## src/hw/rtl/atrlc_pkg.sv

```systemverilog
`timescale 1ns / 1ps
package atrlc_pkg;

	// Keyword set
	localparam int KW_COUNT   = 13;
	localparam int KW_MAX_LEN = 11;

	// Keywords left-justified, space padded; padding is never compared
	localparam logic [8*KW_MAX_LEN-1:0] KW_STR [KW_COUNT] = '{
		"OK         ",
		"ERROR      ",
		"+CME ERROR:",
		"+CMT:      ",
		"+CMTI:     ",
		"+CLIP:     ",
		"+CREG:     ",
		"+CGREG:    ",
		"+CEREG:    ",
		"+QIURC:    ",
		"+QIOPEN:   ",
		"+QIRD:     ",
		"+QICLOSE   "
	};

	localparam logic [3:0] KW_LEN [KW_COUNT] = '{
		4'd2, 4'd5, 4'd11, 4'd5, 4'd6, 4'd6, 4'd6, 4'd7, 4'd7, 4'd7, 4'd8, 4'd6, 4'd8
	};

	// Keywords that must be the whole trimmed line (OK, ERROR)
	localparam logic [KW_COUNT-1:0] KW_EXACT = 13'h0003;

	// Keyword bit positions used by the class priority
	localparam int KW_OK   = 0;
	localparam int KW_ERR  = 1;
	localparam int KW_CME  = 2;
	localparam logic [KW_COUNT-1:0] KW_URC_MASK = 13'h1FF8;

	// Position counter
	localparam int         POS_W   = 4;
	localparam logic [3:0] POS_MAX = 4'hF;

	// Line classes
	localparam logic [2:0] CLS_OK   = 3'd0;
	localparam logic [2:0] CLS_ERR  = 3'd1;
	localparam logic [2:0] CLS_CME  = 3'd2;
	localparam logic [2:0] CLS_URC  = 3'd3;
	localparam logic [2:0] CLS_DATA = 3'd4;

	// Special characters
	localparam logic [7:0] CH_HT     = 8'h09;
	localparam logic [7:0] CH_LF     = 8'h0A;
	localparam logic [7:0] CH_CR     = 8'h0D;
	localparam logic [7:0] CH_SPACE  = 8'h20;
	localparam logic [7:0] CH_PROMPT = 8'h3E;

	typedef logic [KW_COUNT-1:0] kw_mask_t;

	// Character of keyword k at position pos (zero past the padded text)
	function automatic logic [7:0] kw_byte(input int k, input logic [POS_W-1:0] pos);
		int sel;
		sel = KW_MAX_LEN - 1 - int'(pos);
		if (int'(pos) < KW_MAX_LEN) begin
			return KW_STR[k][8*sel +: 8];
		end
		return 8'h00;
	endfunction

endpackage

```

## src/hw/rtl/atrlc_byte_if.sv

```systemverilog
`timescale 1ns / 1ps
// One received character per beat.
interface atrlc_byte_if;
	logic       valid;
	logic       ready;
	logic [7:0] data_byte;

	modport source (output valid, output data_byte, input ready);
	modport sink   (input valid, input data_byte, output ready);
endinterface

```

## src/hw/rtl/atrlc_line_if.sv

```systemverilog
`timescale 1ns / 1ps
// One line classification per beat.
interface atrlc_line_if;
	logic       valid;
	logic       ready;
	logic [2:0] line_class;
	logic       is_prompt;

	modport source (output valid, output line_class, output is_prompt, input ready);
	modport sink   (input valid, input line_class, input is_prompt, output ready);
endinterface

```

## src/hw/rtl/at_response_line_classifier.sv

```systemverilog
`timescale 1ns / 1ps
// Channel   Dir  Payload                         Beat
// char_ch   in   data_byte[7:0]                  one reply character
// line_ch   out  line_class[2:0], is_prompt      one ended line
//
// One character per cycle while not stalled: the keyword compares and class pick
// sit between the line state registers and the registered result.
// arst_n clears the line state and the result valid; the first line starts empty.
// A result waiting in the output register still lets a character in while the
// sink takes it; characters stall only while that result is held unread.
module at_response_line_classifier
	import atrlc_pkg::*;
(
	input  logic          clk,
	input  logic          arst_n,
	atrlc_byte_if.sink    char_ch,
	atrlc_line_if.source  line_ch
);

	// Line state
	logic             line_empty_q;
	logic             started_q;
	logic [POS_W-1:0] pos_q;
	kw_mask_t         alive_q;
	kw_mask_t         hit_q;
	logic             prev_cr_q;

	// Result register
	logic             out_valid_q;
	logic [2:0]       out_class_q;
	logic             out_prompt_q;

	logic             accept;
	logic             is_ws;
	logic             prompt_line;
	logic             line_end;
	logic             emit;
	logic [2:0]       class_now;
	kw_mask_t         alive_d;
	kw_mask_t         hit_d;

	assign char_ch.ready = !out_valid_q || line_ch.ready;
	assign accept        = char_ch.valid && char_ch.ready;

	// Line end detection
	assign is_ws       = (char_ch.data_byte == CH_SPACE) ||
	                     (char_ch.data_byte >= CH_HT && char_ch.data_byte <= CH_CR);
	assign prompt_line = line_empty_q && (char_ch.data_byte == CH_PROMPT);
	assign line_end    = prev_cr_q && (char_ch.data_byte == CH_LF);
	assign emit        = prompt_line || line_end;

	// Class from hits, first match wins
	always_comb begin
		if (hit_q[KW_OK]) begin
			class_now = CLS_OK;
		end else if (hit_q[KW_ERR]) begin
			class_now = CLS_ERR;
		end else if (hit_q[KW_CME]) begin
			class_now = CLS_CME;
		end else if ((hit_q & KW_URC_MASK) != '0) begin
			class_now = CLS_URC;
		end else begin
			class_now = CLS_DATA;
		end
	end

	// Parallel keyword compare at the current position
	always_comb begin
		alive_d = alive_q;
		hit_d   = hit_q;
		for (int k = 0; k < KW_COUNT; k++) begin
			if (alive_q[k]) begin
				if (pos_q < KW_LEN[k]) begin
					if (kw_byte(k, pos_q) != char_ch.data_byte) begin
						alive_d[k] = 1'b0;
					end else if (({1'b0, pos_q} + 5'd1) == {1'b0, KW_LEN[k]}) begin
						hit_d[k] = 1'b1;
					end
				end else if (KW_EXACT[k] && !is_ws) begin
					// trailing text after OK/ERROR cancels it
					alive_d[k] = 1'b0;
					hit_d[k]   = 1'b0;
				end
			end
		end
	end

	// Line state update
	always_ff @(posedge clk or negedge arst_n) begin
		if (!arst_n) begin
			line_empty_q <= 1'b1;
			started_q    <= 1'b0;
			pos_q        <= '0;
			alive_q      <= '1;
			hit_q        <= '0;
			prev_cr_q    <= 1'b0;
		end else if (accept) begin
			if (emit) begin
				line_empty_q <= 1'b1;
				started_q    <= 1'b0;
				pos_q        <= '0;
				alive_q      <= '1;
				hit_q        <= '0;
				prev_cr_q    <= 1'b0;
			end else begin
				line_empty_q <= 1'b0;
				if (started_q || !is_ws) begin
					started_q <= 1'b1;
					alive_q   <= alive_d;
					hit_q     <= hit_d;
					if (pos_q != POS_MAX) begin
						pos_q <= pos_q + 4'd1;
					end
				end
				prev_cr_q <= (char_ch.data_byte == CH_CR);
			end
		end
	end

	// Result valid
	always_ff @(posedge clk or negedge arst_n) begin
		if (!arst_n) begin
			out_valid_q <= 1'b0;
		end else if (accept && emit) begin
			out_valid_q <= 1'b1;
		end else if (line_ch.ready) begin
			out_valid_q <= 1'b0;
		end
	end

	// Result payload
	always_ff @(posedge clk) begin
		if (accept && emit) begin
			out_class_q  <= prompt_line ? CLS_DATA : class_now;
			out_prompt_q <= prompt_line;
		end
	end

	assign line_ch.valid      = out_valid_q;
	assign line_ch.line_class = out_class_q;
	assign line_ch.is_prompt  = out_prompt_q;

endmodule

```

## src/flat_wrapper.sv

```systemverilog
// flat-port wrapper written by rule: the top's interface ports become plain ports
module at_response_line_classifier_flat import atrlc_pkg::*;
  (clk, arst_n, char_ch_valid, char_ch_data_byte, char_ch_ready, line_ch_valid, line_ch_line_class, line_ch_is_prompt, line_ch_ready);
  atrlc_byte_if char_ch_i ();
  atrlc_line_if line_ch_i ();
  input  logic clk;
  input  logic arst_n;
  input wire logic [$bits(char_ch_i.valid)-1:0] char_ch_valid;
  input wire logic [$bits(char_ch_i.data_byte)-1:0] char_ch_data_byte;
  output wire logic [$bits(char_ch_i.ready)-1:0] char_ch_ready;
  output wire logic [$bits(line_ch_i.valid)-1:0] line_ch_valid;
  output wire logic [$bits(line_ch_i.line_class)-1:0] line_ch_line_class;
  output wire logic [$bits(line_ch_i.is_prompt)-1:0] line_ch_is_prompt;
  input wire logic [$bits(line_ch_i.ready)-1:0] line_ch_ready;
  assign char_ch_i.valid = char_ch_valid;
  assign char_ch_i.data_byte = char_ch_data_byte;
  assign char_ch_ready = char_ch_i.ready;
  assign line_ch_valid = line_ch_i.valid;
  assign line_ch_line_class = line_ch_i.line_class;
  assign line_ch_is_prompt = line_ch_i.is_prompt;
  assign line_ch_i.ready = line_ch_ready;
  at_response_line_classifier u_core (.clk(clk), .arst_n(arst_n), .char_ch(char_ch_i), .line_ch(line_ch_i));
endmodule
```

## config.mk

```make
export PLATFORM = sky130hd
export DESIGN_NAME = at_response_line_classifier_flat
export DESIGN_NICKNAME = d
export VERILOG_FILES = /design/src/hw/rtl/atrlc_pkg.sv /design/src/hw/rtl/atrlc_byte_if.sv /design/src/hw/rtl/atrlc_line_if.sv /design/src/hw/rtl/at_response_line_classifier.sv /design/src/flat_wrapper.sv
export SDC_FILE = /design/constraint.sdc
export NUM_CORES = 1
export LEC_CHECK = 0
export BUFFER_PORTS_ARGS = -buffer_cell sky130_fd_sc_hd__buf_2
export CORE_ASPECT_RATIO = 0.6
export CORE_MARGIN = 2
export CORE_UTILIZATION = 55
export CTS_CLUSTER_DIAMETER = 40
export DETAILED_ROUTE_END_ITERATION = 7
export HOLD_SLACK_MARGIN = 0.02
export PLACE_DENSITY = 0.7
export RECOVER_POWER = 25
export SLEW_MARGIN = 20
export SYNTH_ARGS = -nofsm -noshare
export SYNTH_HDL_FRONTEND = slang
export SYNTH_SLANG_ARGS = --single-unit
```

## constraint.sdc

```tcl
create_clock -name clk -period 4.7 [get_ports clk]
set_input_delay 0.94 -clock clk [delete_from_list [all_inputs] [get_ports clk]]
set_output_delay 0.94 -clock clk [all_outputs]
set_load 0.01 [all_outputs]
```

==> metrics.txt <==
outcome finished, violations left; failing checks max-capacitance violations, max-slew violations; vias in the first global route 4619; DP Area 4680 um2; worst skew pair latency 290 ps; main combinational cell family by area after synthesis simple AND/OR/NAND/NOR gates; CTS tree done; Syn Std Cell Area 4590 um2; crit path kind reg2reg; Finish-stage setup viols 0; Post-synth top flop dfrtp_1; worst r2r src u_core.pos_q[0]; XOR/XNOR Fraction of Synth Area 0.0954; cell mode on critical path buf_4; Slew Limit Fails 35; cts bufs inserted 5; largest net degree at the start of global routing 54; initial drt markers 1080; FP Rows 25; setup TNS 0 ps; Post-DRT Antenna Nets 0; Mapped Nets 651; cell area power density 683 nW/um2; RSZ-0062 raised after global routing no; final instance area 4830 um2; grt total ovfl 0; fillcell total 734; Max-Cap Viols 1; antenna cells 0; clock buffer depth 2; final hold viol count 0; CTS Hold Bufs 0; Die Ht 74.8 um; Syn Area/Cell 7.25 um2; top-level I/O count 18; max incr delay on CP 1030 ps; vias 5323; post-synth top area cell dfrtp_1; Post-Syn Instances 633; clk sinks 38; fin nets 636; Global Route Usage Sum 0.405; Initial Util 0.575; DIE AREA 9110 um2; die width 122 um; core footprint 7980 um2; final worst slack 351 ps; Worst Setup End Kind flip-flop; fmax 0.230 GHz; minimum clock period 4350 ps; Setup Slack @ Placement 684 ps; synth top area cells dfrtp_1 11%, dfstp_2 8.0%, xnor2_1 7.1%, nand2_1 5.6%, a21oi_1 5.1%; Critical Path Fanout Max 53; CP Cell Sequence buf_4, ha_1, buf_4, or2_1, nor4_1, nor2_1, xor2_1, nand3_1, a2111oi_0, a32o_1; crit start category flip-flop; hold_ws 473 ps; post-synthesis compound-gate area fraction 0.281; worst path required time 4930 ps; utilization after layout 0.606; Post-synth EDFFs 4; clk slew on worst S/H paths 60 ps; VDD IR max 0.000425 V; sequential share of the synthesized area 0.215; Area growth syn-to-layout 5.29%; first-pass GRT wire length 27400 um; Synth Register Bits 38; cell family with most CP delay simple AND/OR/NAND/NOR gates; CP arrival 4580 ps; Worst Setup SP u_core.pos_q[0]; drt total wl 18500 um; Yosys top cell area share 0.109; Min-Delay Path Class reg2reg; skew final 5.78 ps; GP Congestion 1.07; clock root cell clkbuf_16; worst hold start u_core.line_empty_q; drc violations 0; share of layout cells above drive strength 1 0.115; Port Buffer Count 17; buffer and inverter count on the worst path 2; htree depth 2; portion of netlist area occupied by mux cells 0.0224; Yosys cell types 81; Leakage Power 1.78 nW; top-count cell post-synth nand2_1; wire per inst 25.4 um; vias per cell 7.32; Synth warnings 0; post-synthesis simple-gate area fraction 0.306; Worst Max-Slew Pin Slew 1930 ps; Rel. slew slack -0.288; post-CTS setup buffer count 0; DP HPWL 13300 um; fraction of registers with async set/reset 0.895; Final Cycle Share 0.925; synth cell count leaders 68 x nand2_1, 60 x nor2_1, 47 x a21oi_1; 1st-pass router iterations 6; Crit-path slowest cell nor4_1; initial antenna violation count 0; # resized after CTS 0; Synth Area in Adders 0.0164
## layout by cell type (no fill, tap or decap), types with 6 or more instances in the layout
master / synthesis / routed
nand2_1: 68 / 68
a21o_1: 6 / 6
nand3_1: 17 / 17
mux2i_1: 8 / 8
buf_2: 18 / 16
dfstp_2: 14 / 14
inv_1: 7 / 7
dfrtp_1: 20 / 19
a211o_1: 6 / 6
nor4_1: 8 / 8
o22ai_1: 8 / 8
and3_1: 6 / 6
a21oi_1: 47 / 47
nand4_1: 11 / 11
a31oi_1: 7 / 7
or3_1: 6 / 6
a311oi_1: 8 / 8
buf_4: 1 / 16
nor3_1: 17 / 17
nor2_1: 60 / 60
nor2b_1: 12 / 12
o21ai_0: 43 / 43
nand2b_1: 15 / 15
xor2_1: 13 / 13
xnor2_1: 37 / 37
ha_1: 6 / 6
## logic make-up after synthesis
group / Yosys count
fa+ha+maj: 6
compound gates: 194
flops: 38
mux: 10
simple gates: 269
xor+xnor: 50
buf+inv: 66
## where the power goes
group / leakage (nW) / switching (mW) / internal, mW
sequential: 0.435 / 0.0882 / 0.346
combinational: 1.27 / 1.66 / 0.847
clock: 0.0729 / 0.150 / 0.210
total: 1.78 / 1.90 / 1.40
## registers in the layout, indices dropped and copies added (netlist names)
signal / flops
u_core.line_ch.valid: 1
u_core.started_q: 1
u_core.prev_cr_q: 1
u_core.line_ch.is_prompt: 1
u_core.hit_q: 13
u_core.line_empty_q: 1
u_core.line_ch.line_class: 3
u_core.alive_q: 13
u_core.pos_q: 4
## final cells by class
| class | count | area (um2) | share of cell area |
|---|---|---|---|
| inverters | 11 | 41.3 | 0.00854 |
| flip-flops and latches | 38 | 990 | 0.205 |
| clock inverters | 2 | 12.5 | 0.00259 |
| repair buffers | 33 | 204 | 0.0422 |
| clock buffers | 6 | 139 | 0.0287 |
| well taps | 108 | 135 | 0.0280 |
| multi-input cells | 529 | 3310 | 0.685 |
## path summary, 6_finish.rpt
| check | to | slack [ps] | cells after the start |
|---|---|---|---|
| setup / recovery | u_core.hit_q[3] | 350 | 10 |
| hold / removal | u_core.line_empty_q | 470 | 2 |
| setup reg to reg | u_core.hit_q[3] | 350 | 10 |
| hold reg to reg | u_core.line_empty_q | 470 | 2 |
| max in group asynchronous | u_core.pos_q[3] | 2260 | 1 |
| min in group asynchronous | u_core.hit_q[11] | 1180 | 1 |
## metrics by stage
stage / cells / power [mW]
floorplan: 633 / 2.11
global placement: 719 / 2.80
detailed placement: 719 / 2.77
CTS: 727 / 3.13
global route: 727 / 3.39
finish: 727 / 3.30
## routing by layer
| metal | track usage | up-vias | part of all wire |
|---|---|---|---|
| met1 | 0.584 | 2474 | 0.41 |
| met5 | 0 | - | 0 |
| met3 | 0.172 | 70 | 0.18 |
| li1 | - | 2293 | - |
| met4 | 0.111 | 0 | 0.033 |
| met2 | 0.547 | 486 | 0.38 |
## worst register-to-register path, delay by kind of cell, from the launching register on
family	cells	cell delay [ps]
AO/OA/AOI/OAI	2	940
adder cells (fa/ha/maj)	1	310
flip-flops	1	370
XOR/XNOR	1	290
AND/OR/NAND/NOR	4	1820
buffers and inverters	2	560
No activity file was read; power rests on OpenSTA's default activity.
